--- config.mk ---
export PLATFORM = sky130hd
export DESIGN_NAME = hsa_ctrl
export DESIGN_NICKNAME = d
export VERILOG_FILES = /design/src/rtl/core/harmonic_salience_accumulator_assert.svh /design/src/rtl/core/hsa_pkg.sv /design/src/rtl/core/hsa_ctrl.sv
export SDC_FILE = /design/constraint.sdc
export NUM_CORES = 1
export LEC_CHECK = 0
export BUFFER_PORTS_ARGS = -buffer_cell sky130_fd_sc_hd__buf_2
export CAP_MARGIN = 20
export CORE_ASPECT_RATIO = 0.9
export CORE_MARGIN = 8
export CORE_UTILIZATION = 35
export CTS_BUF_LIST = sky130_fd_sc_hd__clkbuf_8 sky130_fd_sc_hd__clkbuf_16
export CTS_CLUSTER_DIAMETER = 60
export DETAILED_ROUTE_END_ITERATION = 8
export HOLD_SLACK_MARGIN = 0.08
export SLEW_MARGIN = 10
export SYNTH_ARGS = -nofsm -noshare
export SYNTH_HDL_FRONTEND = slang
export SYNTH_SLANG_ARGS = --single-unit
export TNS_END_PERCENT = 20
--- constraint.sdc ---
create_clock -name clk -period 3.9 [get_ports clk]
set_input_delay 0.585 -clock clk [delete_from_list [all_inputs] [get_ports clk]]
set_output_delay 0.585 -clock clk [all_outputs]
set_load 0.005 [all_outputs]
--- src/rtl/core/harmonic_salience_accumulator_assert.svh ---
// Assertion helpers used by the salience accumulator RTL.
// Both expect clk and rst_n in scope; checks are off while reset is held.
`ifndef HARMONIC_SALIENCE_ACCUMULATOR_ASSERT_SVH
`define HARMONIC_SALIENCE_ACCUMULATOR_ASSERT_SVH

// Same-cycle implication
`define HSA_ASSERT_NOW(lbl, ante, cons, msg) \
  lbl: assert property (@(posedge clk) disable iff (!rst_n) (ante) |-> (cons)) \
    else $error(msg);

// Next-cycle implication
`define HSA_ASSERT_NEXT(lbl, ante, cons, msg) \
  lbl: assert property (@(posedge clk) disable iff (!rst_n) (ante) |=> (cons)) \
    else $error(msg);

`endif

--- src/rtl/core/hsa_pkg.sv ---
`default_nettype none
package hsa_pkg;

  // map geometry
  localparam int BINS      = 480;
  localparam int HARMONICS = 8;
  localparam int SPREAD    = 10;
  localparam int SPEC_W    = 11;
  localparam int MAG_W     = 16;
  localparam int SAL_W     = 32;
  localparam int OFS_W     = 21;

  localparam int BIN_AW = $clog2(BINS);
  localparam int BIN_W  = 9;
  localparam int HW     = $clog2(HARMONICS);
  localparam int DI_W   = $clog2(2 * SPREAD + 1);
  localparam int K_W    = $clog2(SPREAD + 1);
  localparam int LG_W   = 19;
  localparam int W_W    = 16;

  localparam logic signed [OFS_W-1:0] OFFSET_RST = -21'sd63488;

  // cos^2 taper and per-harmonic decay, Q1.15
  localparam int unsigned COS2 [0:SPREAD] = '{
    32768, 31966, 29639, 26014, 21447, 16384, 11321, 6754, 3129, 802, 0
  };
  localparam int unsigned DEC [0:15] = '{
    32768, 26214, 20972, 16777, 13422, 10737, 8590, 6872,
    5498, 4398, 3518, 2815, 2252, 1801, 1441, 1153
  };

  typedef logic [LG_W-1:0] lg_t;
  typedef lg_t [HARMONICS-1:0] lgh_tab_t;
  typedef logic [W_W-1:0] w_t;
  typedef w_t [SPREAD:0] w_row_t;
  typedef w_row_t [HARMONICS-1:0] w_tab_t;

  // 120*log2(x) in Q.8 by repeated squaring; elaboration use only
  function automatic lg_t lg_const(input int unsigned x);
    int unsigned e;
    int unsigned frac;
    longint unsigned m;
    longint unsigned q;
    e = 0;
    frac = 0;
    while (e < 30 && (x >> e) > 1) e++;
    m = longint'(x) << (30 - e);
    for (int i = 0; i < 16; i++) begin
      m = (m * m) >> 30;
      frac = frac << 1;
      if (m >= (64'd1 << 31)) begin
        frac = frac | 1;
        m = m >> 1;
      end
    end
    q = (longint'(e) << 16) | longint'(frac);
    return LG_W'((q * 120 + 128) >> 8);
  endfunction

  function automatic lgh_tab_t build_lgh();
    lgh_tab_t t;
    for (int h = 0; h < HARMONICS; h++) t[h] = lg_const(h + 1);
    return t;
  endfunction

  function automatic w_tab_t build_w();
    w_tab_t t;
    for (int h = 0; h < HARMONICS; h++)
      for (int k = 0; k <= SPREAD; k++)
        t[h][k] = W_W'((COS2[k] * DEC[h & 15] + 16384) >> 15);
    return t;
  endfunction

  localparam lgh_tab_t LGH  = build_lgh();
  localparam w_tab_t   WTAB = build_w();

  // controller -> datapath
  typedef struct packed {
    logic              load;
    logic              sq_en;
    logic [1:0]        sq_step;
    logic              log_fin;
    logic              centre;
    logic [HW-1:0]     h;
    logic              issue;
    logic [DI_W-1:0]   di;
    logic              rd_issue;
    logic              rd_done;
    logic              clr;
    logic [BIN_AW-1:0] clr_addr;
  } cmd_t;

  // datapath -> controller
  typedef struct packed {
    logic req_read;
    logic req_skip;
  } status_t;

  localparam logic [1:0] SQ_LO  = 2'd0;
  localparam logic [1:0] SQ_MID = 2'd1;
  localparam logic [1:0] SQ_HI  = 2'd2;

endpackage
`default_nettype wire

--- src/rtl/core/hsa_ctrl.sv ---
`default_nettype none
module hsa_ctrl (
  input  logic            clk,
  input  logic            rst_n,
  input  logic            start,
  input  hsa_pkg::status_t status,
  output hsa_pkg::cmd_t   cmd,
  output logic            busy,
  output logic            out_strobe
);
  import hsa_pkg::*;

  typedef enum logic [9:0] {
    ST_CLEAR    = 10'b00_0000_0001,
    ST_IDLE     = 10'b00_0000_0010,
    ST_LOG      = 10'b00_0000_0100,
    ST_LOGFIN   = 10'b00_0000_1000,
    ST_CENTRE   = 10'b00_0001_0000,
    ST_SPREAD   = 10'b00_0010_0000,
    ST_DRAIN1   = 10'b00_0100_0000,
    ST_DRAIN2   = 10'b00_1000_0000,
    ST_RD_ISSUE = 10'b01_0000_0000,
    ST_RD_DONE  = 10'b10_0000_0000
  } state_t;

  state_t            state_r, state_nxt;
  logic [BIN_AW-1:0] clr_r, clr_nxt;
  logic [1:0]        step_r, step_nxt;
  logic [3:0]        iter_r, iter_nxt;
  logic [HW-1:0]     h_r, h_nxt;
  logic [DI_W-1:0]   di_r, di_nxt;

  // next state
  always_comb begin
    state_nxt = state_r;
    clr_nxt   = clr_r;
    step_nxt  = step_r;
    iter_nxt  = iter_r;
    h_nxt     = h_r;
    di_nxt    = di_r;
    unique case (state_r)
      ST_CLEAR: begin
        clr_nxt = clr_r + 1'b1;
        if (clr_r == BIN_AW'(BINS - 1)) state_nxt = ST_IDLE;
      end
      ST_IDLE: begin
        step_nxt = SQ_LO;
        iter_nxt = '0;
        h_nxt    = '0;
        di_nxt   = '0;
        if (start) begin
          if (status.req_read)      state_nxt = ST_RD_ISSUE;
          else if (!status.req_skip) state_nxt = ST_LOG;
        end
      end
      ST_LOG: begin
        if (step_r == SQ_HI) begin
          step_nxt = SQ_LO;
          iter_nxt = iter_r + 1'b1;
          if (iter_r == 4'd15) state_nxt = ST_LOGFIN;
        end else begin
          step_nxt = step_r + 1'b1;
        end
      end
      ST_LOGFIN: state_nxt = ST_CENTRE;
      ST_CENTRE: begin
        di_nxt    = '0;
        state_nxt = ST_SPREAD;
      end
      ST_SPREAD: begin
        di_nxt = di_r + 1'b1;
        if (di_r == DI_W'(2 * SPREAD)) begin
          if (h_r == HW'(HARMONICS - 1)) begin
            state_nxt = ST_DRAIN1;
          end else begin
            h_nxt     = h_r + 1'b1;
            state_nxt = ST_CENTRE;
          end
        end
      end
      ST_DRAIN1:   state_nxt = ST_DRAIN2;
      ST_DRAIN2:   state_nxt = ST_IDLE;
      ST_RD_ISSUE: state_nxt = ST_RD_DONE;
      ST_RD_DONE:  state_nxt = ST_IDLE;
      default:     state_nxt = ST_IDLE;
    endcase
  end

  always_ff @(posedge clk) begin
    if (!rst_n) begin
      state_r <= ST_CLEAR;
      clr_r   <= '0;
      step_r  <= SQ_LO;
      iter_r  <= '0;
      h_r     <= '0;
      di_r    <= '0;
    end else begin
      state_r <= state_nxt;
      clr_r   <= clr_nxt;
      step_r  <= step_nxt;
      iter_r  <= iter_nxt;
      h_r     <= h_nxt;
      di_r    <= di_nxt;
    end
  end

  // commands
  always_comb begin
    cmd          = '0;
    cmd.load     = (state_r == ST_IDLE) && start;
    cmd.sq_en    = (state_r == ST_LOG);
    cmd.sq_step  = step_r;
    cmd.log_fin  = (state_r == ST_LOGFIN);
    cmd.centre   = (state_r == ST_CENTRE);
    cmd.h        = h_r;
    cmd.issue    = (state_r == ST_SPREAD);
    cmd.di       = di_r;
    cmd.rd_issue = (state_r == ST_RD_ISSUE);
    cmd.rd_done  = (state_r == ST_RD_DONE);
    cmd.clr      = (state_r == ST_CLEAR);
    cmd.clr_addr = clr_r;
  end

  assign busy       = (state_r != ST_IDLE);
  assign out_strobe = (state_r == ST_RD_DONE);

endmodule
`default_nettype wire

==> impl_metrics.json, run 1 <==
{
  "synth_area_um2": 1700,
  "gpl.final_weighted_congestion": 0.878,
  "synth_fp_nets": 211,
  "vias_per_cell": 5.03,
  "finalHoldViolations": 0,
  "post_cts_repair_resize_count": 0,
  "cts_tree": "done",
  "worst_setup_slack_final_ps": 1300,
  "critical_path.endpoint_type": "primary output",
  "cts-root-to-sink-buffers": 2,
  "distinct_cell_type_count_after_synthesis": 40,
  "power_leakage_nw": 0.878,
  "post-cts-setup-buffers": 0,
  "slew_of_the_pin_with_the_lowest_slew_margin_ps": 654,
  "buffer_ports.inserted": 33,
  "status": "completed",
  "critPathKind": "flip-flop to primary output",
  "instances_no_fill": 299,
  "post-route-period-util_pct": 66.8,
  "worst_ep_arrival_time_ps": 2020,
  "fp.coreArea_um2": 4770,
  "drive_gt1_share_pct": 19.2,
  "dp_cells": 292,
  "layout_common_cells": "dfxtp_1, buf_2, nand2_1",
  "crit_path_start_kind": "flip-flop",
  "antenna_cells": 0,
  "wire_length_of_the_first_global_routing_pass_um": 6490,
  "worstSkewPairLatency_ps": 280,
  "htree_num_levels": 2,
  "design.final.nets": 245,
  "fp-row-count": 24,
  "grt.total_usage_pct": 11.3,
  "number_of_instances_in_the_synthesized_netlist": 200,
  "drc_errors": 0,
  "fin_util_pct": 42.0,
  "cp_slowest_stage_delay_ps": 560,
  "initial_core_util_pct": 35.6,
  "synth.ff_latch_count": 33,
  "synth-seq-area-share_pct": 38.9,
  "postSynthAreaPerCell_um2": 8.50,
  "floorplan.die.height_um": 82.1,
  "synth-warning-count": 0,
  "final.fill_count": 500,
  "grt_pass1_vias": 1362,
  "max_cap_viol_count": 0,
  "maxSlewHeadroom_pct": 56.1,
  "min_period_ps": 2600,
  "routed_wirelength_um": 3950,
  "detail-route-antenna-nets": 0,
  "worst_ir_drop_vdd_uv": 132,
  "grt_remaining_overflow": 0,
  "max_freq_mhz": 384,
  "areaGrowthSynthToFinish_pct": 18.0,
  "floorplan.die_area_um2": 7350,
  "tritoncts.num_buffers": 5,
  "vias_post_dr": 1505,
  "reg2reg_setup_slack_ps": 1440,
  "finalSetupTns_ps": 0,
  "clock-sinks": 33,
  "dp_hpwl_um": 2930,
  "timing.hold.worst.class": "flip-flop to flip-flop",
  "finClkSkew_ps": 3.17,
  "critical_path.cell_chain": "nor4_4 -> nand4_1 -> nor2_1 -> buf_2",
  "crit_fanout": 13,
  "grt_start_max_net_pins": 27,
  "crit_required_ps": 3310,
  "synth_async_sr_flop_share_pct": 0,
  "ios": 34,
  "finalSetupViolations": 0,
  "rsz0062_at_grt": "false",
  "worst_hold_slack_ps": 488,
  "critical-path-slowest-cell": "nand4_1",
  "minimum_setup_slack_after_placement_ps": 1450,
  "maxSlewViolCount": 0,
  "main_flop_type_after_synthesis": "dfxtp_1",
  "number_of_enable_flip_flop_cells_after_synthesis": 0,
  "cts.hold.buffers_added": 0,
  "clk_transition_reported_paths_ps": 60,
  "die_x_extent_um": 89.5,
  "drt_iter0_drc": 68,
  "wl_per_cell_um": 13.2,
  "clockRootBuffer": "clkbuf_8",
  "drt-pass1-iter-count": 4,
  "power.density_cell_area_nw_per_um2": 361,
  "antenna_found_initial": 0
}
==> Yosys cell counts (all sizes together), types with 2 or more instances <==
library cell	number	share of area (%)
dfxtp	33	39
nor2b	7	2.6
inv	10	2.2
nand4b	2	1.0
a31oi	2	0.74
a21boi	9	4.0
clkbuf	5	1.1
nor3b	3	1.3
o21a	5	2.2
o21ai	13	3.8
ha	6	4.4
nor2	13	2.9
and3	2	0.81
nor4	6	3.5
nand3	13	3.8
nand2	15	3.3
o211ai	2	0.88
nand4	6	2.6
or3	5	2.1
xnor2	3	1.5
a21oi	3	0.88
and2	9	3.3
xor2	6	3.1
and3b	2	1.0
nor3	10	2.9
==> stage by stage <==
step	power (W)	instance area [um2]
after floorplan	0.000445	1700
after detailed placement	0.000478	1920
after global routing	0.000764	2010
after CTS	0.000736	2010
final	0.000725	2010
after global placement	0.000477	1920
==> critical path, delay by kind of cell (launching register included) <==
family	cells	cell delay (ps)
simple gates	3	1250
flops	1	360
buf+inv	1	140
==> per-layer routing <==
metal | global-route usage, % | routed length (um) | vias up
li1 | - | - | 781
met1 | 14.7 | 1920 | 701
met2 | 16.9 | 1790 | 21
met3 | 3.46 | 208 | 2
met4 | 4.98 | 34 | 0
met5 | 0 | 0 | -
==> registers in the layout (all words and copies together), names as in the netlist <==
signal   count
di_r         5
clr_r        9
state_r     10
iter_r       4
step_r       2
h_r          3
==> area by class of cell <==
| cell class | instances | area [um2] | share of cell area (%) |
|---|---|---|---|
| well taps | 65 | 81.3 | 4.05 |
| clock buffers | 6 | 82.6 | 4.11 |
| inverters | 10 | 37.5 | 1.87 |
| multi-input cells | 151 | 976 | 48.6 |
| clock inverters | 1 | 3.75 | 0.187 |
| repair buffers | 33 | 165 | 8.23 |
| flip-flops and latches | 33 | 661 | 32.9 |
==> worst paths after layout <==
kind | start | cells after the start | endpoint
max | state_r[3] | 4 | cmd[26]
min | iter_r[3] | 2 | iter_r[3]
max reg2reg | state_r[3] | 5 | state_r[7]
min reg2reg | iter_r[3] | 2 | iter_r[3]
==> power by group <==
part	switching [W]	internal, W
sequential	0.0000213	0.000351
combinational	0.0000548	0.0000427
clock	0.000118	0.000137
==> cell families (layout without fill, tap and decap cells) <==
group	Yosys count	in the layout	share of synthesized area, %
compound gates	37	37	14.1
xor+xnor	9	9	4.64
fa+ha+maj	6	6	4.41
buf+inv	16	50	3.75
flops	33	33	38.9
mux	1	1	0.589
simple gates	98	98	33.7
Note: power is estimated with default switching activity, not from simulation.
==> run 2: changes to the inputs <==
Clock period 3.9 ns to 2.5 ns, I/O delays scaled along.
==> run 2 against run 1 <==
Global-route usage up 0.097 points. Register-to-register slack got worse by 1100 ps. First-iteration DRC count down 2.9%. Combinational power up 67%. Via count fell by 0.86%. Final area rose by 2.2%. Largest power group unchanged. Largest cell class unchanged. Critical endpoint is now cmd[17]. Die area unchanged. Clock-buffer cell count unchanged. Sequential cell count did not move. Core utilization rose by 0.94 points. Non-clock buffer count is 6 higher. Highest routed layer unchanged.
==> impl_metrics.json, run 2 (synthesis results as in run 1) <==
{
  "status": "completed",
  "final.fill_count": 481,
  "drt_iter0_drc": 66,
  "fin_total_pwr_w": 0.00114,
  "cp_slowest_stage_delay_ps": 490,
  "gpl.final_weighted_congestion": 0.769,
  "finalHoldViolations": 0,
  "crit_path_start_kind": "flip-flop",
  "reg2reg_setup_slack_ps": 330,
  "finalSetupViolations": 0,
  "crit_required_ps": 2120,
  "finalSetupTns_ps": 0,
  "floorplan.die_area_um2": 7350,
  "worstSkewPairLatency_ps": 280,
  "floorplan.die.height_um": 82.1,
  "timing.hold.worst.class": "primary input to flip-flop",
  "wire_length_of_the_first_global_routing_pass_um": 6600,
  "largest_reg_flops": 10,
  "layout_common_cells": "dfxtp_1, buf_2, nand2_1",
  "maxSlewHeadroom_pct": 54.2,
  "htree_num_levels": 2,
  "clockRootBuffer": "clkbuf_8",
  "min_period_ps": 2210,
  "tritoncts.num_buffers": 5,
  "routed_wirelength_um": 3940,
  "grt.total_usage_pct": 11.4,
  "slew_of_the_pin_with_the_lowest_slew_margin_ps": 682,
  "instances_no_fill": 305,
  "post-route-period-util_pct": 88.4,
  "critPathKind": "flip-flop to primary output",
  "max_freq_mhz": 453,
  "drt-pass1-iter-count": 4,
  "maxSlewViolCount": 0,
  "number_of_cells_traversed_by_the_worst_register_to_register_path": 6,
  "design.final.nets": 251,
  "vias_per_cell": 4.89,
  "crit_fanout": 8,
  "grt_pass1_vias": 1416,
  "detail-route-antenna-nets": 0,
  "antenna_found_initial": 0,
  "critical-path-slowest-cell": "nor4_4",
  "clk_transition_reported_paths_ps": 60,
  "post-cts-setup-buffers": 0,
  "buffer_ports.inserted": 33,
  "cts-root-to-sink-buffers": 2,
  "post_cts_repair_resize_count": 0,
  "fp.coreArea_um2": 4770,
  "worst_ir_drop_vdd_uv": 223,
  "vias_post_dr": 1492,
  "wl_per_cell_um": 12.9,
  "timing.hold.worst_path_depth": 2,
  "cts_tree": "done",
  "rsz0062_at_grt": "false",
  "drive_gt1_share_pct": 21.3,
  "initial_core_util_pct": 35.6,
  "areaGrowthSynthToFinish_pct": 20.7,
  "cp_top_family": "simple AND/OR/NAND/NOR gates",
  "die_x_extent_um": 89.5,
  "largest-register": "state_r",
  "layout_top_registers": "state_r: 10 flops, clr_r: 9 flops, di_r: 5 flops",
  "clock-sinks": 33,
  "path_depth": 5,
  "max_cap_viol_count": 0,
  "grt_start_max_net_pins": 26,
  "grt_remaining_overflow": 0,
  "critical_path.cell_chain": "nor4_4 -> nand4_2 -> buf_4 -> inv_1 -> buf_2",
  "power.density_cell_area_nw_per_um2": 557,
  "fin_util_pct": 43.0,
  "finClkSkew_ps": 5.18,
  "power_leakage_nw": 0.905,
  "cts.hold.buffers_added": 0,
  "drc_errors": 0,
  "dp_cells": 298,
  "ios": 34,
  "antenna_cells": 0,
  "dp_hpwl_um": 2980,
  "fp-row-count": 24,
  "critical_path.endpoint_type": "primary output",
  "worst_ep_arrival_time_ps": 1830,
  "path_buf_inv": 3
}
[run 2: changes by cell type in the layout (fill, tap and decap cells not counted)]
cell | previous run | this run
buf_4 | 0 | 6
[run 2: power by group]
group	total (W)	leakage [nW]	switching (W)	internal (W)
Sequential	0.000582	0.267	0.0000336	0.000548
Clock	0.000397	0.0485	0.000183	0.000214
Combinational	0.000163	0.590	0.0000865	0.0000768
Total	0.00114	0.905	0.000303	0.000839
[run 2: metrics by stage]
| stage | hold WS [ps] | setup slack (ps) | area, um2 |
|---|---|---|---|
| 2_1_floorplan | 456 | 584 | 1700 |
| 3_3_place_gp | 477 | 472 | 1970 |
| 3_5_place_dp | 487 | 405 | 1970 |
| 4_1_cts | 311 | 300 | 2050 |
| 5_1_grt | 328 | 42.7 | 2050 |
| 6_report | 327 | 291 | 2050 |
[run 2: area by class of cell]
type                    count  area [um2]  area share (%)
clock inverters             1        3.75           0.183
well taps                  65        81.3            3.96
multi-input cells         151         976            47.6
repair buffers             39         210            10.2
flip-flops and latches     33         661            32.2
clock buffers               6        82.6            4.02
inverters                  10        37.5            1.83
[run 2: worst register-to-register path: stages (launching register included)]
cell and delay (ps):
dfxtp_1 430, ha_1 200, nand3_1 140, nor4_1 310
o21ai_0 140, nor3_1 600, nor3b_1 260
[run 2: final timing paths]
path         startpoint    endpoint
max          state_r[3]     cmd[17]
max reg2reg    clr_r[0]  state_r[8]
min           status[1]  state_r[2]
min reg2reg   iter_r[3]   iter_r[3]
[run 2: metal layers]
| layer | vias up | GRT usage (%) | part of all wire [%] |
|---|---|---|---|
| met3 | 2 | 3.76 | 4.6 |
| met4 | 0 | 3.98 | 0.71 |
| met2 | 25 | 18.0 | 43 |
| li1 | 789 | - | - |
| met5 | - | 0 | 0 |
| met1 | 676 | 14.3 | 52 |
==> run 3: changes to the inputs <==
Settings changed: CORE_UTILIZATION 35 to 50, PLACE_DENSITY set to 0.74.
==> run 3 against run 2 <==
Wire length is 2.5% lower. Hold slack better by 14 ps. Critical path depth stayed put. Combinational power hardly changed. Sequential power hardly changed. Core utilization is 18 points higher. Largest cell class unchanged.
==> impl_metrics.json, run 3 (synthesis results as in run 1) <==
{
  "layout_common_cells": "dfxtp_1, buf_2, nand2_1",
  "fp.coreArea_um2": 3330,
  "drc_errors": 0,
  "ios": 34,
  "cts-root-to-sink-buffers": 2,
  "htree_num_levels": 2,
  "critical_path.cell_chain": "nor4_4 -> nand4_2 -> buf_4 -> inv_1 -> buf_2",
  "grt_remaining_overflow": 0,
  "largest_reg_flops": 10,
  "max_freq_mhz": 443,
  "worst_hold_slack_ps": 340,
  "finClkSkew_ps": 5.49,
  "setup.worst_path.start": "state_r[3]",
  "slew_of_the_pin_with_the_lowest_slew_margin_ps": 486,
  "dp_hpwl_um": 2830,
  "areaGrowthSynthToFinish_pct": 20.0,
  "maxSlewHeadroom_pct": 67.2,
  "routed_wirelength_um": 3840,
  "critPathKind": "flip-flop to primary output",
  "fin_util_pct": 61.3,
  "rsz0062_at_grt": "false",
  "maxSlewViolCount": 0,
  "hold_path.startpoint": "status[1]",
  "wl_per_cell_um": 13.5,
  "post-cts-setup-buffers": 0,
  "post-route-cell-area_um2": 2040,
  "largest-register": "state_r",
  "finalHoldViolations": 0,
  "critical-path-slowest-cell": "nor4_4",
  "fp-row-count": 20,
  "gpl.final_weighted_congestion": 0.909,
  "drive_gt1_share_pct": 22.0,
  "initial_core_util_pct": 51.1,
  "design.final.nets": 251,
  "post-route-period-util_pct": 90.4,
  "crit_fanout": 8,
  "buffer_ports.inserted": 33,
  "clock-sinks": 33,
  "grt.total_usage_pct": 14.3,
  "worstSkewPairLatency_ps": 290,
  "path_buf_inv": 3,
  "vias_per_cell": 5.49,
  "vias_post_dr": 1564,
  "finalSetupTns_ps": 0,
  "drt_iter0_drc": 152,
  "clockRootBuffer": "clkbuf_8",
  "cts_tree": "done",
  "post_cts_repair_resize_count": 0,
  "clk_transition_reported_paths_ps": 60,
  "floorplan.die.height_um": 71.3,
  "floorplan.die_area_um2": 5530,
  "antenna_found_initial": 0,
  "status": "completed",
  "cts.hold.buffers_added": 0,
  "antenna_cells": 0,
  "detail-route-antenna-nets": 0,
  "cp_top_family": "simple AND/OR/NAND/NOR gates",
  "worst_ep_arrival_time_ps": 1880,
  "wire_length_of_the_first_global_routing_pass_um": 6550,
  "critical_path.endpoint_type": "primary output",
  "crit_required_ps": 2120,
  "dpl_cell_area_um2": 1940,
  "worst_ir_drop_vdd_uv": 375,
  "power.density_cell_area_nw_per_um2": 583,
  "cp_slowest_stage_delay_ps": 510,
  "min_period_ps": 2260,
  "grt_start_max_net_pins": 26,
  "drt-pass1-iter-count": 4,
  "layout_top_registers": "state_r: 10 flops, clr_r: 9 flops, di_r: 5 flops",
  "max_cap_viol_count": 0,
  "instances_no_fill": 285,
  "grt_pass1_vias": 1422,
  "die_x_extent_um": 77.5,
  "power_leakage_nw": 0.912,
  "tritoncts.num_buffers": 5,
  "crit_path_start_kind": "flip-flop",
  "timing.rr.start": "state_r[3]",
  "timing.hold.worst.class": "primary input to flip-flop",
  "dp_cells": 277,
  "finalSetupViolations": 0
}
-- run 3: changes by cell type in the layout (fill, tap and decap cells not counted), sizes merged --
cell    delta
clkbuf     +1
inv        -1
clkinv     +1
-- run 3: path summary, 6_finish.rpt --
| check | depth (start not counted) | endpoint | slack (ps) |
|---|---|---|---|
| hold / removal | 2 | state_r[2] | 340 |
| setup reg to reg | 6 | state_r[7] | 450 |
| setup / recovery | 5 | cmd[17] | 240 |
| hold reg to reg | 2 | h_r[2] | 510 |
-- run 3: metrics by stage --
stage / setup slack [ps] / total power, W
2_1_floorplan: 584 / 0.000695
3_3_place_gp: 526 / 0.000753
3_5_place_dp: 481 / 0.000757
4_1_cts: 257 / 0.00120
5_1_grt: 128 / 0.00125
6_report: 241 / 0.00119
-- run 3: final cells by class --
| class | instances | area (um2) |
|---|---|---|
| multi-input cells | 151 | 976 |
| clock inverters | 1 | 5.00 |
| repair buffers | 39 | 210 |
| fillers | 323 | 1290 |
| well taps | 44 | 55.1 |
| clock buffers | 7 | 96.3 |
| inverters | 10 | 37.5 |
| flip-flops and latches | 33 | 661 |
-- run 3: worst register-to-register path, stage by stage (launching register included) --
cell      delay, ps
dfxtp_1         360
nor4_4          510
nand4b_1        230
o21ai_0         380
nor3_1          110
buf_4           170
and4b_1         180
-- run 3: where the power goes --
| part | internal (W) | total [W] | leakage [nW] | switching (W) |
|---|---|---|---|---|
| Clock | 0.000249 | 0.000444 | 0.0542 | 0.000195 |
| Combinational | 0.0000770 | 0.000164 | 0.591 | 0.0000868 |
| Sequential | 0.000548 | 0.000583 | 0.267 | 0.0000345 |
-- run 3: metal layers --
metal / GRT usage, % / vias up / share of wire, %
met4: 5.65 / 0 / 1.4
met1: 17.8 / 725 / 48
met3: 4.75 / 7 / 5.6
met5: 0 / - / 0
met2: 22.3 / 34 / 45
li1: - / 798 / -
